<file path="src/brf_pkg.sv">
// ----------------------------------------------------------------------------
// brf_pkg
// shared types and constants of the banked warp register file
// ----------------------------------------------------------------------------
package brf_pkg;

    localparam int CFG_W = 9;

    localparam logic [7:0] ZERO_REG = 8'd255;

    localparam logic OP_READ  = 1'b0;
    localparam logic OP_WRITE = 1'b1;

    typedef logic [CFG_W-1:0] cfg_word_t;

    typedef struct packed {
        logic        op;
        logic [2:0]  warp_id;
        logic [7:0]  reg_index;
        logic [4:0]  lane;
        logic        lane_active;
        logic [1:0]  word_slice;
        logic [31:0] write_word;
    } in_item_t;

    typedef struct packed {
        logic [31:0] read_word;
        logic        read_valid;
        logic [4:0]  lane_out;
        logic [1:0]  slice_out;
    } out_item_t;

    typedef enum logic [2:0] {
        ST_IDLE,
        ST_ADDR,
        ST_REDUCE,
        ST_ACCESS,
        ST_READ
    } state_t;

    typedef struct packed {
        logic load_item;
        logic load_row;
        logic reduce_step;
        logic mem_access;
        logic load_result;
    } dp_cmd_t;

    typedef struct packed {
        logic row_in_range;
    } dp_status_t;

endpackage

</file>
<file path="src/brf_controller.sv">
// ----------------------------------------------------------------------------
// brf_controller
// sequencer for decode, row wrap, bank access and result hand-off
// ----------------------------------------------------------------------------
module brf_controller import brf_pkg::*; #(
    parameter int STEPS = 9
) (
    input  logic       clk,
    input  logic       rst_n,
    input  logic       in_valid,
    output logic       in_ready,
    output logic       out_valid,
    input  logic       out_ready,
    input  dp_status_t status,
    output dp_cmd_t    cmd
);

    localparam int STEP_W = (STEPS > 1) ? $clog2(STEPS) : 1;

    state_t              state_reg;
    state_t              state_next;
    logic [STEP_W-1:0]   step_reg;
    logic [STEP_W-1:0]   step_next;
    logic                out_valid_reg;
    logic                out_valid_next;

    always_ff @(posedge clk or negedge rst_n)
    begin
        if (!rst_n)
        begin
            state_reg     <= ST_IDLE;
            step_reg      <= '0;
            out_valid_reg <= 1'b0;
        end
        else
        begin
            state_reg     <= state_next;
            step_reg      <= step_next;
            out_valid_reg <= out_valid_next;
        end
    end

    always_comb
    begin
        state_next     = state_reg;
        step_next      = step_reg;
        cmd            = '0;
        in_ready       = 1'b0;
        out_valid_next = out_valid_reg && !out_ready;

        unique case (state_reg)
            ST_IDLE:
            begin
                in_ready = 1'b1;
                if (in_valid)
                begin
                    cmd.load_item = 1'b1;
                    state_next    = ST_ADDR;
                end
            end
            ST_ADDR:
            begin
                cmd.load_row = 1'b1;
                step_next    = STEP_W'(STEPS - 1);
                state_next   = status.row_in_range ? ST_ACCESS : ST_REDUCE;
            end
            ST_REDUCE:
            begin
                cmd.reduce_step = 1'b1;
                if (step_reg == '0)
                begin
                    state_next = ST_ACCESS;
                end
                else
                begin
                    step_next = step_reg - 1'b1;
                end
            end
            ST_ACCESS:
            begin
                cmd.mem_access = 1'b1;
                state_next     = ST_READ;
            end
            ST_READ:
            begin
                if (!out_valid_reg || out_ready)
                begin
                    cmd.load_result = 1'b1;
                    out_valid_next  = 1'b1;
                    state_next      = ST_IDLE;
                end
            end
            default:
            begin
                state_next = ST_IDLE;
            end
        endcase
    end

    assign out_valid = out_valid_reg;

endmodule

</file>
<file path="config.mk">
export PLATFORM = sky130hd
export DESIGN_NAME = brf_controller
export DESIGN_NICKNAME = d
export VERILOG_FILES = /design/src/brf_pkg.sv /design/src/brf_controller.sv
export SDC_FILE = /design/constraint.sdc
export NUM_CORES = 1
export LEC_CHECK = 0
export BUFFER_PORTS_ARGS = -buffer_cell sky130_fd_sc_hd__buf_2
export CORE_AREA = 2 2 39 41
export CTS_CLUSTER_DIAMETER = 50
export DETAILED_ROUTE_END_ITERATION = 10
export DIE_AREA = 0 0 41 43
export PLACE_DENSITY = 0.51
export SYNTH_ARGS = -nofsm -noshare
export SYNTH_HDL_FRONTEND = slang
export SYNTH_SLANG_ARGS = --single-unit
</file>
<file path="constraint.sdc">
create_clock -name clk -period 3.94 [get_ports clk]
set_input_delay 0.394 -clock clk [delete_from_list [all_inputs] [get_ports clk]]
set_output_delay 0.394 -clock clk [all_outputs]
set_load 0.02 [all_outputs]
</file>
==> run metrics, run 1 <==
status=complete, no violations; Fin Setup TNS=0 ns; top cell type's share of synthesized area=about 47%; GRT Util Overall=12.3%; Place WS=2.25 ns; H-tree levels=1; area leader, netlist=dfrtp_1; Worst Path Required=approximately 3.6 ns; worst skew pair latency=0.25 ns; EDFF count, synth=0; ant diodes=0; post-synth net total=around 50; main area contributors after synthesis=dfrtp_1 47%, ha_1 5.9%, mux2i_1 4.7%, inv_1 4.4%, nand2_1 4.4%; io pins=12; final WL=roughly 740 um; Pleak=about 0.00028 uW; Area growth, synth to finish=24.0%; Die Ht=~43 um; Max-slew headroom=between 70 and 80%; worst slew pin tran=~0.35 ns; max_cap viols=0; post-synthesis sequential area ratio=roughly 47%; Final Max Slew Viols=0; critical path's top delay family=simple AND/OR/NAND/NOR gates; Post-route DRC=0; fill count=between 100 and 150; via count=~360; CTS tree=yes; Post-Syn Area=approximately 430 sq um; Reg clk slew, reported paths=0.05 ns; largest fanout on the critical path=7; ys async rst share=between 90% and 100%; Pre-antenna DRT Iters=4; Clock Tree Root=clkbuf_4; post-DR wirelength/cell=a little under 10 um; multi-input logic area=203 sq um; post-route minimum period=~1.9 ns; Final HPWL DP=about 560 um; worst setup margin=roughly 2.1 ns; PD cells=between 800 and 900 nW/um^2; mux share of post-synthesis cell area=around 4.7%; port bufs=11; largest family of logic cells by synthesized area=simple AND/OR/NAND/NOR gates; Startpoint Class=register; adder-cell share of the synthesized area=just under 6%; Netlist cell types=22; cell breakdown of the critical path=or3b_2, inv_1, buf_2; vias per inst=around 4.8; Yosys warning count=0; highest cell delay on the worst timing path=about 0.54 ns; Core Rows=14; GRT overflow=0; Core Region=between 1000 and 1500 sq um; final RePlAce weighted congestion=between 0.7 and 0.8; Nets=67; post-synthesis compound-gate area fraction=between 10% and 20%; final core occ=around two fifths; critical path arrival=around 1.5 ns; final-report hold violation count=0; HP Class=input port to register; slowest CP cell=or3b_2; clock sinks=8; Pwr Total=approximately 430 uW; setup repair after global routing missed its margin=no; die area=around 1800 sq um; Cells after Synth=44; CTS Buf Count=3; share of cells above drive strength 1=~26%; total setup buffers inserted after CTS=0; global-route wire length before repair=about 1300 um; post-synthesis xor/xnor area fraction=0%; CP bufs+invs=2; starting density of the core=about 31%; Post-synth top flop=dfrtp_1; fin crit share=~47%; post-synthesis simple-gate area fraction=between 20% and 30%; synthesized flop and latch total=8; largest net degree at the start of global routing=9; Layout Skew=between 0.005 and 0.006 ns; worst reg2reg setup slack=~2.3 ns; clk buf depth=2; Crit. End Element=output pin; Setup-failing EPs final=0; Post-DRT Antenna Nets=0; initial antenna violation count=0; Mapped Avg Cell Area=9.70 sq um; VDD IR max=355 uV; worst hold slack=0.428 ns; critical path class=register to output pin; vias in the first global route=325; die width=between 40 and 50 um; sequential cell area=between 200 and 250 sq um; f_max=approximately 0.54 GHz; 1st-iter DRT viols=7; Largest register FFs=4
-- worst register-to-register path, cell delays in order (launching register included) --
cell and delay, ns:
dfrtp_1 0.44, or3b_1 0.47, or4_1 0.42, o311ai_1 0.25
-- metrics by stage --
step / instances / area (sq um)
final: 74 / 529
after global routing: 74 / 529
after CTS: 74 / 529
after detailed placement: 70 / 497
after global placement: 70 / 497
after floorplan: 44 / 427
-- power by group --
group | internal (uW) | switching (uW) | total (uW) | leakage, uW
Sequential | 118 | 40.4 | 159 | 0.000100
Combinational | 89.6 | 122 | 212 | 0.000167
Clock | 34.8 | 26.9 | 61.7 | 0.0000138
Total | 243 | 189 | 432 | 0.000281
-- per-layer routing --
metal	vias up	GRT usage [%]	routed length, um
li1	184	-	-
met1	158	13.6	354
met2	13	15.6	308
met3	2	9.42	63
met4	0	8.00	10
met5	-	0	0
-- final cells by class --
cell class | count | area share, %
Multi-Input combinational cell | 30 | 38.3
Sequential cell | 8 | 37.8
Timing Repair Buffer | 12 | 12.3
Clock buffer | 3 | 4.26
Tap cell | 16 | 3.78
Inverter | 5 | 3.55
-- cell families after synthesis --
family	Yosys count
buffers and inverters	6
DFF	8
muxes	2
AOI/OAI and AO/OA	7
and+or+nand+nor	19
adders and majority gates	2
-- layout by cell type (no fill, tap or decap), drive strengths merged, types with 3 or more instances in the layout --
cell / n
buf: 11
dfrtp: 8
clkbuf: 3
inv: 5
nand2: 5
-- cells in the mapped netlist, types with 2 or more instances --
library cell and count:
a21oi_1 2, dfrtp_1 8, ha_1 2, inv_1 5
mux2i_1 2, nand2_1 5, nand2b_1 2, nor2_1 2
nor3_1 2, or4_1 2
-- repair_timing --
item,CTS,global route
endpoints found under the hold margin,8,0
setup endpoints to repair,0,0
hold buffers,1,0
resized for setup,0,0
-- worst paths after layout --
kind,start,end,cells after the start
setup reg to reg,state_reg[2],step_reg[3],3
setup / recovery,state_reg[1],cmd[3],3
max in group asynchronous,rst_n,step_reg[1],2
hold reg to reg,out_valid,out_valid,2
hold / removal,status,state_reg[0],3
min in group asynchronous,rst_n,out_valid,2
(Power assumes the default switching activity.)
==> run 2: changes to the inputs <==
--- a/config.mk
+++ b/config.mk
@@ -5,12 +5,13 @@
 export SDC_FILE = /design/constraint.sdc
 export NUM_CORES = 1
 export LEC_CHECK = 0
+export ABC_AREA = 1
 export BUFFER_PORTS_ARGS = -buffer_cell sky130_fd_sc_hd__buf_2
 export CORE_AREA = 2 2 39 41
 export CTS_CLUSTER_DIAMETER = 50
 export DETAILED_ROUTE_END_ITERATION = 10
 export DIE_AREA = 0 0 41 43
-export PLACE_DENSITY = 0.51
+export PLACE_DENSITY = 0.6
 export SYNTH_ARGS = -nofsm -noshare
 export SYNTH_HDL_FRONTEND = slang
 export SYNTH_SLANG_ARGS = --single-unit
==> constraint.sdc (replaced) <==
create_clock -name clk -period 1.5 [get_ports clk]
set_input_delay 0.15 -clock clk [delete_from_list [all_inputs] [get_ports clk]]
set_output_delay 0.15 -clock clk [all_outputs]
set_load 0.02 [all_outputs]
==> run 2 against run 1 <==
  * Combinational power rose to 4.3 times the previous value
  * Clock-buffer cell count unchanged
  * Sequential cell count did not move
  * Core utilization grew 6.7 points
  * Clock skew is 0.0021 ns lower
==> run metrics, run 2 <==
share of cells above drive strength 1=slightly below 30%; Pleak=slightly below 0.0004 uW; CTS tree=yes; post-DR wirelength/cell=slightly below 10 um; PD cells=between 2000 and 2500 nW/um^2; vias per inst=about 4.6; Reg2Reg Depth=7; Die Ht=~43 um; post-synthesis sequential area ratio=around 39%; worst r2r src=step_reg[0]; f_max=approximately 0.71 GHz; global-route wire length before repair=around 1600 um; clk buf depth=2; port bufs=11; Worst Path Required=about 1.4 ns; slowest CP cell=dfrtp_1; ant diodes=0; final RePlAce weighted congestion=roughly 0.83; synthesized flop and latch total=8; GRT Util Overall=a little over an eighth; Nets=between 90 and 100; Mapped Avg Cell Area=7.40 sq um; clock sinks=8; area leader, netlist=dfrtp_1; count leader, synth=nand2_1; Setup-failing EPs final=0; placed insts=96; post-route insts no fill=100; sequential cell area=approximately 200 sq um; Post-synth top flop=dfrtp_1; HP Class=input port to register; Post-DRT Antenna Nets=0; worst reg2reg setup slack=~0.28 ns; post-synthesis compound-gate area fraction=less than 1%; Cells after Synth=69; Post-Syn Area=510 sq um; post-route minimum period=between 1 and 1.5 ns; final-report hold violation count=0; fin crit share=93.3%; Clock Tree Root=clkbuf_4; io pins=12; Core Region=1380 sq um; Post-route DRC=0; die width=just over 40 um; Fin Setup TNS=0 ns; Core Rows=14; Startpoint Class=register; VDD IR max=approximately 880 uV; Post-synth top cells=21 x nand2_1, 11 x nand3_1, 10 x inv_1; 1st-iter DRT viols=5; largest fanout on the critical path=7; Max-slew headroom=between 80% and 90%; commonest non-fill, non-tap cells in the layout=21 x nand2_1, 11 x nand3_1, 11 x buf_2, 10 x inv_1, 7 x dfrtp_1; fill count=approximately 140; vias in the first global route=approximately 420; GRT overflow=0; Crit. End Element=output pin; ys async rst share=100%; multi-input logic area=260 sq um; largest family of logic cells by synthesized area=simple AND/OR/NAND/NOR gates; top cell type's share of synthesized area=between 30% and 40%; post-synthesis xor/xnor area fraction=0%; final WL=approximately 960 um; H-tree levels=1; max_cap viols=0; Hold Path Cell Cnt=4; RR Endpoint=step_reg[3]; Hold Path End=out_valid; worst hold start=out_ready; die area=between 1500 and 2000 sq um; CTS Buf Count=3; post-synthesis simple-gate area fraction=between 40% and 50%; Layout Skew=slightly above 0.003 ns; post-synth net total=76; worst skew pair latency=between 0.2 and 0.3 ns; Reg clk slew, reported paths=roughly 0.05 ns; cell breakdown of the critical path=inv_2, nand3_2, inv_1, buf_2; Area growth, synth to finish=21.8%; Final HPWL DP=approximately 740 um; critical path class=register to output pin; worst slew pin tran=0.198 ns; Final Max Slew Viols=0; via count=461; most common cell after layout, fill and taps aside=nand2_1; highest cell delay on the worst timing path=0.44 ns; Yosys warning count=0; total setup buffers inserted after CTS=0; largest net degree at the start of global routing=9; critical path arrival=about 1.3 ns; Pre-antenna DRT Iters=4; main area contributors after synthesis=dfrtp_1 39%, nand2_1 15%, nand3_1 11%, inv_1 7.4%, nand2_4 6.6%; initial antenna violation count=0; mux share of post-synthesis cell area=0%; starting density of the core=36.9%; status=complete, no violations; adder-cell share of the synthesized area=4.90%; Largest register FFs=4; EDFF count, synth=0; Netlist cell types=13; worst hold slack=approximately 0.18 ns
## run 2: how the worst max path moves through the flow
| stage | slack, ns | to | from |
|---|---|---|---|
| after floorplan | 0.32 | cmd[4] | state_reg[2] |
| after global placement | 0.33 | step_reg[3] | step_reg[0] |
| after detailed placement | 0.31 | step_reg[2] | step_reg[0] |
| after CTS | 0.07 | cmd[0] | state_reg[0] |
| after global routing | -0.01 | cmd[0] | state_reg[0] |
| final | 0.1 | cmd[3] | state_reg[1] |
## run 2: cell families (layout without fill, tap and decap cells)
kind of cell | count (synthesis) | count (layout)
compound gates | 1 | 1
fa+ha+maj | 2 | 2
buf+inv | 14 | 29
flops | 8 | 8
simple gates | 44 | 44
## run 2: metrics by stage
stage | total power, uW | setup slack, ns | util (%) | area, sq um
global placement | 1330 | 0.326 | 42.3 | 586
CTS | 1510 | 0.0696 | 44.7 | 618
finish | 1500 | 0.0998 | 44.9 | 622
detailed placement | 1330 | 0.307 | 42.3 | 586
floorplan | 1130 | 0.319 | - | 510
global route | 1670 | -0.0102 | 44.9 | 622
## run 2: power by group
part	leakage, uW	switching, uW	internal [uW]
clock network	0.0000138	70.9	91.4
logic	0.000274	592	315
registers	0.000101	110	324
total	0.000390	772	730
## run 2: repair_timing
item	in CTS	in global routing
hold endpoints to repair	8	0
hold buffers	1	0
gates resized for setup	0	2
setup endpoints to repair	0	1
## run 2: area by class of cell
type	count	area share, %
multi-input cells	47	41.9
repair buffers	12	10.5
inverters	14	8.45
flip-flops and latches	8	32.4
clock buffers	3	3.62
well taps	16	3.22
## run 2: worst max-delay path: cells and delay by family (launching register included)
kind / cells / cell delay (ns)
flip-flops: 1 / 0.44
buffers and inverters: 3 / 0.38
AND/OR/NAND/NOR: 1 / 0.18
## run 2: metal layers
layer | up-vias | wire, um | GRT usage (%)
met5 | - | 0 | 0
li1 | 244 | - | -
met3 | 0 | 45 | 4.71
met1 | 208 | 455 | 16.0
met2 | 9 | 462 | 19.4
met4 | 0 | 0 | 8.00
==> run 3: changes to the inputs <==
--- a/config.mk
+++ b/config.mk
@@ -12,6 +12,7 @@
 export DETAILED_ROUTE_END_ITERATION = 10
 export DIE_AREA = 0 0 41 43
 export PLACE_DENSITY = 0.6
+export SETUP_SLACK_MARGIN = 0.2
 export SYNTH_ARGS = -nofsm -noshare
 export SYNTH_HDL_FRONTEND = slang
 export SYNTH_SLANG_ARGS = --single-unit
==> run 3 against run 2 <==
  * Die area stayed put
  * Critical path depth stayed put
  * Cell area is 21% higher
  * Critical path type unchanged
  * Largest cell class unchanged
==> run metrics, run 3 (synthesized netlist as in run 2, its figures left out) <==
status=complete, no violations; CTS Buf Count=3; clock sinks=8; share of cells above drive strength 1=43.0%; worst skew pair latency=approximately 0.25 ns; Die Ht=43 um; die width=41 um; worst setup margin=0.202 ns; Pwr Total=roughly 1900 uW; critical path class=register to output pin; Area growth, synth to finish=47.1%; clk buf depth=2; Worst Path Required=roughly 1.4 ns; Reg clk slew, reported paths=about 0.050 ns; final RePlAce weighted congestion=between 0.8 and 0.9; final WL=1170 um; post-route minimum period=roughly 1.3 ns; multi-input logic area=approximately 280 sq um; PD cells=approximately 2500 nW/um^2; fin crit share=86.5%; Crit. End Element=output pin; Fin Setup TNS=0 ns; critical path arrival=between 1 and 1.5 ns; 1st-iter DRT viols=5; Place WS=0.307 ns; initial antenna violation count=0; vias per inst=around 4.6; max_cap viols=0; H-tree levels=1; GRT Util Overall=15.4%; Layout Skew=0.00215 ns; Setup-failing EPs final=0; Nets=102; Pre-antenna DRT Iters=4; largest fanout on the critical path=4; Hold Path Cell Cnt=4; commonest non-fill, non-tap cells in the layout=20 x nand2_1, 11 x nand3_1, 10 x buf_4, 8 x inv_1; largest net degree at the start of global routing=9; Core Region=roughly 1400 sq um; DP Area=586 sq um; Max-slew headroom=approximately 88%; die area=1760 sq um; Post-DRT Antenna Nets=0; starting density of the core=a little under two fifths; via count=501; ant diodes=0; port bufs=11; io pins=12; vias in the first global route=between 400 and 500; worst slew pin tran=~0.18 ns; post-DR wirelength/cell=roughly 11 um; Reg2Reg Depth=7; Final Cell Area=~750 sq um; Startpoint Class=register; GRT overflow=0; Final HPWL DP=approximately 740 um; final-report hold violation count=0; VDD IR max=between 900 and 1000 uV; Core Rows=14; Largest register FFs=4; f_max=slightly below 0.8 GHz; fill count=about 130; post-route insts no fill=109; placed insts=between 90 and 100; HP Class=input port to register; Clock Tree Root=clkbuf_4; Final Max Slew Viols=0; sequential cell area=around 200 sq um; most common cell after layout, fill and taps aside=nand2_1; setup repair after global routing missed its margin=yes; global-route wire length before repair=about 1800 um; CTS tree=yes; Post-route DRC=0; Pleak=0.000442 uW
[run 3: through the flow]
stage / hold slack, ns / utilization (%)
2_1_floorplan: -0.146 / -
3_3_place_gp: 0.00508 / 42.3
3_5_place_dp: 0.00101 / 42.3
4_1_cts: 0.161 / 51.4
5_1_grt: 0.216 / 54.2
6_report: 0.183 / 54.2
[run 3: worst paths after layout]
kind,startpoint,to,slack [ns]
max in group asynchronous,rst_n,state_reg[1],1.02
hold reg to reg,step_reg[0],step_reg[0],0.52
setup / recovery,state_reg[1],cmd[0],0.20
setup reg to reg,state_reg[2],step_reg[2],0.32
min in group asynchronous,rst_n,step_reg[3],0.29
hold / removal,out_ready,out_valid,0.18
[run 3: timing repair]
item,CTS,global route
resized for setup,10,8
setup endpoints to repair,4,8
hold endpoints to repair,8,0
pin swaps,1,5
buffers inserted,6,3
hold buffers,1,0
[run 3: layout make-up]
type                       count  share of cell area (%)
inverter                      14                    7.00
timing repair buffer          21                    22.5
clock buffer                   3                    3.00
tap                           16                    2.67
multi-input combinational     47                    37.8
sequential                     8                    27.0
[run 3: metal layers]
layer / part of all wire [%] / global-route usage, % / wire length [um] / vias up
met5: 0 / 0 / 0 / -
met4: 0.68 / 8.00 / 8 / 0
met3: 5.0 / 4.71 / 59 / 2
met2: 53 / 25.9 / 625 / 17
met1: 41 / 16.0 / 478 / 223
li1: - / - / - / 259
[run 3: report_power, final]
part           leakage [uW]  internal, uW  switching, uW
clock             0.0000138          91.7           75.2
combinational      0.000328           556            689
sequential         0.000100           326            115
[run 3: worst max-delay path: stages (launching register included)]
cell and delay, ns:
dfrtp_2 0.45, nor2_4 0.14, nand2_2 0.07, a21oi_2 0.09, buf_4 0.14
